$ cat src/hw/rtl/assert_macros.svh
// Assertion macros shared by the RTL. Empty in synthesis builds.
`ifndef ASSERT_MACROS_SVH
`define ASSERT_MACROS_SVH

`ifndef SYNTHESIS

// Clocked check, disabled while reset is high.
`define WTR_ASSERT(label, clk, rst, prop, msg) \
   label: assert property (@(posedge clk) disable iff (rst) (prop)) else $error(msg);

// Clocked check that also holds during reset.
`define WTR_ASSERT_ALWAYS(label, clk, prop, msg) \
   label: assert property (@(posedge clk) (prop)) else $error(msg);

`else

`define WTR_ASSERT(label, clk, rst, prop, msg)
`define WTR_ASSERT_ALWAYS(label, clk, prop, msg)

`endif

`endif

$ cat src/hw/rtl/wtr_pkg.sv
package wtr_pkg;

   localparam int WINDOW_DEPTH_DEF = 8;

   localparam int TIME_W  = 32;
   localparam int COUNT_W = 15;
   localparam int SPEED_W = 16;
   localparam int SCALE_W = 24;
   localparam int PROD_W  = SCALE_W + COUNT_W;   // 39
   localparam int CMP_W   = TIME_W + SPEED_W;    // 48
   localparam int DIV_STEPS = SPEED_W;
   localparam int STEP_W  = $clog2(DIV_STEPS);

   localparam logic [COUNT_W-1:0] COUNT_MODULUS = 15'd32767;
   localparam logic [SCALE_W-1:0] RPM_SCALE     = 24'd15000000;
   localparam logic [SPEED_W-1:0] RPM_MAX       = 16'hFFFF;

   typedef struct packed {
      logic [TIME_W-1:0]  timestamp_us;
      logic [COUNT_W-1:0] pulse_count;
   } wtr_req_type;

   typedef struct packed {
      logic [SPEED_W-1:0] speed_rpm;
      logic               zero_time_flag;
   } wtr_rsp_type;

   typedef struct packed {
      logic [TIME_W-1:0]  sample_time;
      logic [COUNT_W-1:0] sample_count;
   } wtr_sample_type;

   // controller -> datapath
   typedef struct packed {
      logic take;        // input beat accepted: write ring, read oldest
      logic diff;        // count and time differences
      logic mul;         // scale product
      logic start_div;   // load divider
      logic step;        // one divider step
      logic load_out;    // fill output register
   } wtr_cmd_type;

   // datapath -> controller
   typedef struct packed {
      logic sat;         // zero elapsed time or quotient over range
   } wtr_status_type;

endpackage

$ cat src/hw/rtl/wtr_ring.sv
module wtr_ring #(
   parameter int DEPTH = wtr_pkg::WINDOW_DEPTH_DEF
) (
   input  logic                       clock,
   input  logic                       reset,
   input  logic                       wr_en,
   input  logic [$clog2(DEPTH)-1:0]   wr_addr,
   input  wtr_pkg::wtr_sample_type    wr_data,
   input  logic                       rd_en,
   input  logic [$clog2(DEPTH)-1:0]   rd_addr,
   output wtr_pkg::wtr_sample_type    rd_data,
   output logic                       rd_hit
);

   wtr_pkg::wtr_sample_type sample_mem_ff [DEPTH];
   wtr_pkg::wtr_sample_type rd_data_ff;
   logic [DEPTH-1:0]        valid_ff;
   logic                    rd_hit_ff;

   always_ff @(posedge clock) begin
      if (wr_en) begin
         sample_mem_ff[wr_addr] <= wr_data;
      end
      if (rd_en) begin
         rd_data_ff <= sample_mem_ff[rd_addr];
      end
   end

   // entries never written read back with rd_hit low
   always_ff @(posedge clock) begin
      if (reset) begin
         valid_ff  <= '0;
         rd_hit_ff <= 1'b0;
      end else begin
         if (wr_en) begin
            valid_ff[wr_addr] <= 1'b1;
         end
         if (rd_en) begin
            rd_hit_ff <= valid_ff[rd_addr];
         end
      end
   end

   assign rd_data = rd_data_ff;
   assign rd_hit  = rd_hit_ff;

endmodule

$ cat src/hw/rtl/wtr_datapath.sv
module wtr_datapath #(
   parameter int DEPTH = wtr_pkg::WINDOW_DEPTH_DEF
) (
   input  logic                    clock,
   input  logic                    reset,
   input  wtr_pkg::wtr_cmd_type    cmd,
   input  wtr_pkg::wtr_req_type    req_data,
   output wtr_pkg::wtr_status_type status,
   output wtr_pkg::wtr_rsp_type    rsp_data
);

   localparam int IDX_W = $clog2(DEPTH);

   function automatic logic [IDX_W-1:0] next_idx(input logic [IDX_W-1:0] idx);
      logic [IDX_W-1:0] res;
      if (idx == IDX_W'(DEPTH - 1)) begin
         res = '0;
      end else begin
         res = idx + 1'b1;
      end
      return res;
   endfunction

   logic [IDX_W-1:0] pos_ff, pos_in, rd_addr;

   wtr_pkg::wtr_sample_type new_sample, old_raw, old_sample;
   logic                    old_hit;

   logic [wtr_pkg::TIME_W-1:0]  now_ff;
   logic [wtr_pkg::COUNT_W-1:0] cnt_ff;
   logic [wtr_pkg::COUNT_W-1:0] revs_ff, revs_in;
   logic [wtr_pkg::TIME_W-1:0]  elapsed_ff, elapsed_in;
   logic [wtr_pkg::PROD_W-1:0]  prod_ff, prod_in;
   logic [wtr_pkg::TIME_W-1:0]  rem_ff, rem_in;
   logic [wtr_pkg::SPEED_W-1:0] quot_ff, quot_in;
   wtr_pkg::wtr_rsp_type        rsp_ff, rsp_in;

   logic [wtr_pkg::COUNT_W:0]   sum0, sum1, sum2, modulus_ext;
   logic [wtr_pkg::TIME_W:0]    trial, trial_diff;
   logic                        trial_ge;
   logic                        zero_time, over_range;

   assign pos_in  = next_idx(pos_ff);
   assign rd_addr = next_idx(pos_in);

   assign new_sample.sample_time  = req_data.timestamp_us;
   assign new_sample.sample_count = req_data.pulse_count;

   wtr_ring #(
      .DEPTH(DEPTH)
   ) u_ring (
      .clock   (clock),
      .reset   (reset),
      .wr_en   (cmd.take),
      .wr_addr (pos_in),
      .wr_data (new_sample),
      .rd_en   (cmd.take),
      .rd_addr (rd_addr),
      .rd_data (old_raw),
      .rd_hit  (old_hit)
   );

   assign old_sample = old_hit ? old_raw : '0;

   // (32767 + new - oldest) mod 32767 with two conditional subtracts
   always_comb begin
      modulus_ext = {1'b0, wtr_pkg::COUNT_MODULUS};
      sum0 = modulus_ext + {1'b0, cnt_ff} - {1'b0, old_sample.sample_count};
      sum1 = (sum0 >= modulus_ext) ? sum0 - modulus_ext : sum0;
      sum2 = (sum1 >= modulus_ext) ? sum1 - modulus_ext : sum1;
      revs_in    = sum2[wtr_pkg::COUNT_W-1:0];
      elapsed_in = now_ff - old_sample.sample_time;
   end

   assign prod_in = wtr_pkg::PROD_W'(wtr_pkg::RPM_SCALE) * wtr_pkg::PROD_W'(revs_ff);

   // quotient fits 16 bits iff prod < elapsed * 2^16
   assign zero_time  = (elapsed_ff == '0);
   assign over_range = wtr_pkg::CMP_W'(prod_ff) >= {elapsed_ff, {wtr_pkg::SPEED_W{1'b0}}};
   assign status.sat = zero_time || over_range;

   // restoring divider step
   always_comb begin
      trial      = {rem_ff, quot_ff[wtr_pkg::SPEED_W-1]};
      trial_diff = trial - {1'b0, elapsed_ff};
      trial_ge   = (trial >= {1'b0, elapsed_ff});
      rem_in     = trial_ge ? trial_diff[wtr_pkg::TIME_W-1:0] : trial[wtr_pkg::TIME_W-1:0];
      quot_in    = {quot_ff[wtr_pkg::SPEED_W-2:0], trial_ge};
   end

   always_comb begin
      rsp_in.speed_rpm      = status.sat ? wtr_pkg::RPM_MAX : quot_ff;
      rsp_in.zero_time_flag = zero_time;
   end

   always_ff @(posedge clock) begin
      if (reset) begin
         pos_ff <= '0;
      end else if (cmd.take) begin
         pos_ff <= pos_in;
      end
   end

   always_ff @(posedge clock) begin
      if (cmd.take) begin
         now_ff <= req_data.timestamp_us;
         cnt_ff <= req_data.pulse_count;
      end
      if (cmd.diff) begin
         revs_ff    <= revs_in;
         elapsed_ff <= elapsed_in;
      end
      if (cmd.mul) begin
         prod_ff <= prod_in;
      end
      if (cmd.start_div) begin
         rem_ff  <= wtr_pkg::TIME_W'(prod_ff[wtr_pkg::PROD_W-1:wtr_pkg::SPEED_W]);
         quot_ff <= prod_ff[wtr_pkg::SPEED_W-1:0];
      end else if (cmd.step) begin
         rem_ff  <= rem_in;
         quot_ff <= quot_in;
      end
      if (cmd.load_out) begin
         rsp_ff <= rsp_in;
      end
   end

   assign rsp_data = rsp_ff;

endmodule

$ cat src/hw/rtl/wtr_control.sv
module wtr_control (
   input  logic                    clock,
   input  logic                    reset,
   input  logic                    req_valid,
   output logic                    req_ready,
   output logic                    rsp_valid,
   input  logic                    rsp_ready,
   input  wtr_pkg::wtr_status_type status,
   output wtr_pkg::wtr_cmd_type    cmd
);

   typedef enum logic [2:0] {
      S_IDLE,
      S_READ,
      S_MUL,
      S_CHK,
      S_DIV,
      S_DONE
   } state_type;

   state_type                   state_ff;
   logic [wtr_pkg::STEP_W-1:0]  step_ff;
   logic                        rsp_valid_ff;

   always_comb begin
      cmd = '0;
      case (state_ff)
         S_IDLE: cmd.take      = req_valid;
         S_READ: cmd.diff      = 1'b1;
         S_MUL:  cmd.mul       = 1'b1;
         S_CHK:  cmd.start_div = !status.sat;
         S_DIV:  cmd.step      = 1'b1;
         S_DONE: cmd.load_out  = !rsp_valid_ff || rsp_ready;
         default: cmd = '0;
      endcase
   end

   always_ff @(posedge clock) begin
      if (reset) begin
         state_ff     <= S_IDLE;
         step_ff      <= '0;
         rsp_valid_ff <= 1'b0;
      end else begin
         if (cmd.load_out) begin
            rsp_valid_ff <= 1'b1;
         end else if (rsp_ready) begin
            rsp_valid_ff <= 1'b0;
         end
         case (state_ff)
            S_IDLE: begin
               if (req_valid) begin
                  state_ff <= S_READ;
               end
            end
            S_READ: state_ff <= S_MUL;
            S_MUL:  state_ff <= S_CHK;
            S_CHK: begin
               step_ff  <= '0;
               state_ff <= status.sat ? S_DONE : S_DIV;
            end
            S_DIV: begin
               step_ff <= step_ff + 1'b1;
               if (step_ff == wtr_pkg::STEP_W'(wtr_pkg::DIV_STEPS - 1)) begin
                  state_ff <= S_DONE;
               end
            end
            S_DONE: begin
               // wait here while the output register still holds an untaken beat
               if (cmd.load_out) begin
                  state_ff <= S_IDLE;
               end
            end
            default: state_ff <= S_IDLE;
         endcase
      end
   end

   assign req_ready = (state_ff == S_IDLE);
   assign rsp_valid = rsp_valid_ff;

endmodule

$ cat src/hw/rtl/windowed_tachometer_rpm_unit.sv
// channel  dir  beat             handshake
// req_     in   wtr_req_type     req_valid / req_ready
// rsp_     out  wtr_rsp_type     rsp_valid / rsp_ready
//
// The result enters the output register after ring read, difference,
// multiply, range check and a 16-step restoring divider; the next beat is
// taken once the unit is back in idle. Zero elapsed time or an over-range
// quotient skips the divider.
// Reset clears the ring valid bits at once; no clearing pass.
// A new beat is taken while a result waits on rsp_; a second result stalls
// in the final step until the output register is taken.
`include "assert_macros.svh"

module windowed_tachometer_rpm_unit #(
   parameter int WINDOW_DEPTH = wtr_pkg::WINDOW_DEPTH_DEF
) (
   input  logic                 clock,
   input  logic                 reset,
   input  logic                 req_valid,
   output logic                 req_ready,
   input  wtr_pkg::wtr_req_type req_data,
   output logic                 rsp_valid,
   input  logic                 rsp_ready,
   output wtr_pkg::wtr_rsp_type rsp_data
);

   wtr_pkg::wtr_cmd_type    cmd;
   wtr_pkg::wtr_status_type status;

   wtr_control u_control (
      .clock     (clock),
      .reset     (reset),
      .req_valid (req_valid),
      .req_ready (req_ready),
      .rsp_valid (rsp_valid),
      .rsp_ready (rsp_ready),
      .status    (status),
      .cmd       (cmd)
   );

   wtr_datapath #(
      .DEPTH(WINDOW_DEPTH)
   ) u_datapath (
      .clock    (clock),
      .reset    (reset),
      .cmd      (cmd),
      .req_data (req_data),
      .status   (status),
      .rsp_data (rsp_data)
   );

   `WTR_ASSERT(a_busy_after_accept, clock, reset, (req_valid && req_ready) |=> !req_ready, "accepted beat did not make the unit busy")
   `WTR_ASSERT(a_zero_flag_saturates, clock, reset, (rsp_valid && rsp_data.zero_time_flag) |-> (rsp_data.speed_rpm == wtr_pkg::RPM_MAX), "zero time result not saturated")
   `WTR_ASSERT(a_result_from_busy, clock, reset, $rose(rsp_valid) |-> $past(!req_ready), "result appeared without an item in flight")

endmodule

$ cat config.mk
export PLATFORM = sky130hd
export DESIGN_NAME = windowed_tachometer_rpm_unit
export DESIGN_NICKNAME = d
export VERILOG_FILES = /design/src/hw/rtl/wtr_pkg.sv /design/src/hw/rtl/wtr_ring.sv /design/src/hw/rtl/wtr_datapath.sv /design/src/hw/rtl/wtr_control.sv /design/src/hw/rtl/windowed_tachometer_rpm_unit.sv
export VERILOG_INCLUDE_DIRS = /design/src /design/src/hw/rtl
export SDC_FILE = /design/constraint.sdc
export NUM_CORES = 1
export LEC_CHECK = 0
export ABC_AREA = 1
export BUFFER_PORTS_ARGS = -buffer_cell sky130_fd_sc_hd__buf_4
export CAP_MARGIN = 20
export CORE_AREA = 5 5 298 300
export CTS_CLUSTER_SIZE = 40
export DETAILED_ROUTE_END_ITERATION = 10
export DIE_AREA = 0 0 303 305
export SLEW_MARGIN = 20
export SYNTH_ARGS = -nofsm -noshare
export SYNTH_HDL_FRONTEND = slang
export SYNTH_SLANG_ARGS = --single-unit
$ cat constraint.sdc
create_clock -name clock -period 8.85 [get_ports clock]
set_input_delay 0.4425 -clock clock [delete_from_list [all_inputs] [get_ports clock]]
set_output_delay 0.4425 -clock clock [all_outputs]
set_load 0.01 [all_outputs]
==> impl_metrics.env <==
export IMPL_grt_util_met3_pct=2.63
export IMPL_synthesis_area_um2=34100
export IMPL_grt_max_degree=89
export IMPL_dp_hpwl_um=53500
export IMPL_cts_sinks=635
export IMPL_path_depth=22
export IMPL_dr_pass1_iters=5
export IMPL_cts_setup_buffers=0
export IMPL_rr_startpoint="u_datapath.revs_ff[3]"
export IMPL_synthArstFlopShare_pct=0
export IMPL_syn_num_nets=3615
export IMPL_io_pins=70
export IMPL_synth_cell_type_count=51
export IMPL_grt_total_usage_pct=17.3
export IMPL_synth_fa_ha_area_share_pct=13.2
export IMPL_path_class="reg2reg"
export IMPL_setup_viol=0
export IMPL_fp_dieArea_um2=92400
export IMPL_drt_wl_total_um=80000
export IMPL_grt_pass1_vias=23000
export IMPL_antenna_found_initial=4
export IMPL_fmax_mhz=185
export IMPL_fill_cells=8134
export IMPL_muxShareOfSynthArea_pct=0
export IMPL_cts_tree="built"
export IMPL_final_nets=3687
export IMPL_endpoint_kind="flip-flop"
export IMPL_status="completed"
export IMPL_htree_levels=3
export IMPL_syn_to_final_growth_pct=12.2
export IMPL_worst_pin_slew_ns=1.19
export IMPL_r2r_end="u_datapath.prod_ff[38]"
export IMPL_coreArea_um2=85900
export IMPL_ys_ff_latch=635
export IMPL_first_iter_violations=1648
export IMPL_crit_path_start_kind="flip-flop"
export IMPL_slew_viol_final=0
export IMPL_via_per_inst=5.11
export IMPL_drive_above_1_share_pct=8.02
export IMPL_hold_buffers=0
export IMPL_rrSetupSlack_ns=3.43
export IMPL_grt_use_met2_pct=28.5
export IMPL_ant_nets=0
export IMPL_cts_max_path_buffers=3
export IMPL_grt_setup_unrepaired="false"
export IMPL_fin_crit_sh_pct=61.2
export IMPL_syn_inst=3251
export IMPL_final_common_cell="edfxtp_1"
export IMPL_hold_start="req_data[36]"
export IMPL_wl_per_cell_um=17.6
export IMPL_die_y_um=305
export IMPL_synth_seq_area_share_pct=55.1
export IMPL_period_needed_ns=5.42
export IMPL_drc=0
export IMPL_gp_congestion=0.874
export IMPL_die_x_um=303
export IMPL_overflow=0
export IMPL_cp_required_ns=9.20
export IMPL_crit_chain="ha_1 -> ha_1 -> fa_1 -> fa_1 -> inv_1 -> fa_1 -> fa_1 -> inv_1 -> ha_1 -> nand2_1 -> nor2_1 -> nor2_1 -> o221ai_1 -> a21oi_1 -> inv_1 -> nand2_1 -> nand2_1 -> nand2_1 -> o211ai_1 -> nand2_1 -> nand3_1 -> xnor2_1"
export IMPL_clock_latency_ns=0.61
export IMPL_grt_util_met1_pct=24.4
export IMPL_hold_path_class="in2reg"
export IMPL_synth_edf_count=606
export IMPL_num_vias=23200
export IMPL_cp_top_family="adder cells"
export IMPL_synth_xor_area_share_pct=2.54
export IMPL_hold_violations=0
export IMPL_cpPeakStageDelay_ns=0.51
export IMPL_skew_ns=0.0125
export IMPL_synthFlopType="edfxtp_1"
export IMPL_port_buffers=69
export IMPL_crit_fanout=5
export IMPL_arrival_ns=5.76
export IMPL_ys_warn_count=0
export IMPL_cts_buffers=71
export IMPL_endpoint="u_datapath.prod_ff[38]"
export IMPL_grt_pass1_wl_um=128000
export IMPL_clk_pin_slew_ns=0.06
export IMPL_tns_ns=0
export IMPL_num_rows=108
export IMPL_synth_compound_area_share_pct=10.1
export IMPL_synth_simple_area_share_pct=14.2
export IMPL_maxCapViolations=0
export IMPL_crit_start="u_datapath.revs_ff[3]"
export IMPL_cp_common_cell="nand2_1"
export IMPL_final_cell_mix="edfxtp_1, nor2_1, nand2_1"
export IMPL_cpMaxStageDelayCell="edfxtp_1"
export IMPL_critPathBufInv=3
export IMPL_reg2reg_depth=22
export IMPL_synth_top_family_by_area="simple AND/OR/NAND/NOR gates"
export IMPL_globalRoute_busiestLayer="met2"
export IMPL_start_util_pct=39.6
export IMPL_cts_root_buf="clkbuf_16"
export IMPL_max_slew_margin_pct=20.7
export IMPL_avgSynthCellArea_um2=10.5
export IMPL_ctsResizeCount=0
## synthesized netlist by cell type (4+ instances only)
cell type	number	area (um2)
edfxtp_1	606	18200
nor2_1	498	1870
nand2_1	455	1710
inv_1	335	1260
o21ai_0	296	1480
ha_1	236	2950
a21oi_1	141	706
clkbuf_1	85	319
fa_1	77	1540
nand3_1	77	385
xor2_1	58	508
a31oi_1	56	350
o22ai_1	49	307
xnor2_1	39	342
dfxtp_1	29	581
nand4_1	25	156
nor3_1	24	120
o211ai_1	22	165
nand2_2	17	106
nor4_1	17	106
o21a_1	13	97.6
nor2_2	9	56.3
buf_1	8	30.0
a21boi_0	7	52.6
or2_2	7	43.8
a21o_1	6	45.0
nand2_4	6	67.6
nand3_2	6	60.1
nor2_4	6	67.6
o221ai_1	6	52.6
o21bai_1	5	37.5
a221oi_1	4	35.0
nand3b_1	4	30.0
## metrics by stage
stage / setup slack (ns) / cell area (um2) / instances / hold WS (ns) / utilization (%)
floorplan: 1.15 / 34100 / 3251 / 0.426 / -
global placement: 3.53 / 35900 / 4404 / 0.441 / 41.8
detailed placement: 3.45 / 35900 / 4404 / 0.448 / 41.8
CTS: 3.46 / 38200 / 4532 / 0.0323 / 44.4
global route: 3.06 / 38200 / 4535 / 0.0479 / 44.5
finish: 3.43 / 38200 / 4537 / 0.0741 / 44.5
## state kept, by name (all words and copies together), names as in the netlist, 8 cells and up
| register | flops |
|---|---|
| u_datapath.u_ring.sample_mem_ff | 376 |
| u_datapath.u_ring.rd_data | 47 |
| u_datapath.prod_ff | 33 |
| u_datapath.elapsed_ff | 32 |
| u_datapath.now_ff | 32 |
| u_datapath.rem_ff | 32 |
| u_datapath.rsp_data | 17 |
| u_datapath.quot_ff | 16 |
| u_datapath.cnt_ff | 15 |
| u_datapath.revs_ff | 15 |
| u_datapath.u_ring.valid_ff | 8 |
## cell families (layout without fill, tap and decap cells)
| group | Yosys count | count (layout) |
|---|---|---|
| buffers and inverters | 434 | 561 |
| other | 0 | 4 |
| adder cells (fa/ha/maj) | 313 | 313 |
| XOR/XNOR | 98 | 98 |
| flip-flops | 635 | 635 |
| AND/OR/NAND/NOR | 1156 | 1156 |
| AO/OA/AOI/OAI | 615 | 615 |
## worst min path at each step
stage	to	slack, ns	cells after the start
floorplan	u_datapath.rem_ff[31]	0.43	2
global placement	u_datapath.rem_ff[31]	0.44	2
detailed placement	u_datapath.rem_ff[31]	0.45	2
CTS	u_datapath.now_ff[21]	0.03	1
global route	u_datapath.now_ff[21]	0.05	1
finish	u_datapath.now_ff[21]	0.07	1
## layer usage
layer | part of all wire, % | routed length, um
met5 | 0.016 | 13
met1 | 46 | 37000
met3 | 5.3 | 4210
met2 | 47 | 37400
met4 | 1.8 | 1420
## cell type report
class	instances	area (um2)	area share (%)
Inverter	338	1270	3.33
Timing Repair Buffer	95	737	1.93
Clock inverter	40	393	1.03
Tap cell	1155	1450	3.78
Antenna cell	4	10.0	0.0262
Multi-Input combinational cell	2182	13700	35.9
Clock buffer	88	1860	4.87
Sequential cell	635	18800	49.1
Power is left out: the tool's default activity adds up to more than one toggle a clock period on the data nets, which glitch-free logic cannot reach.
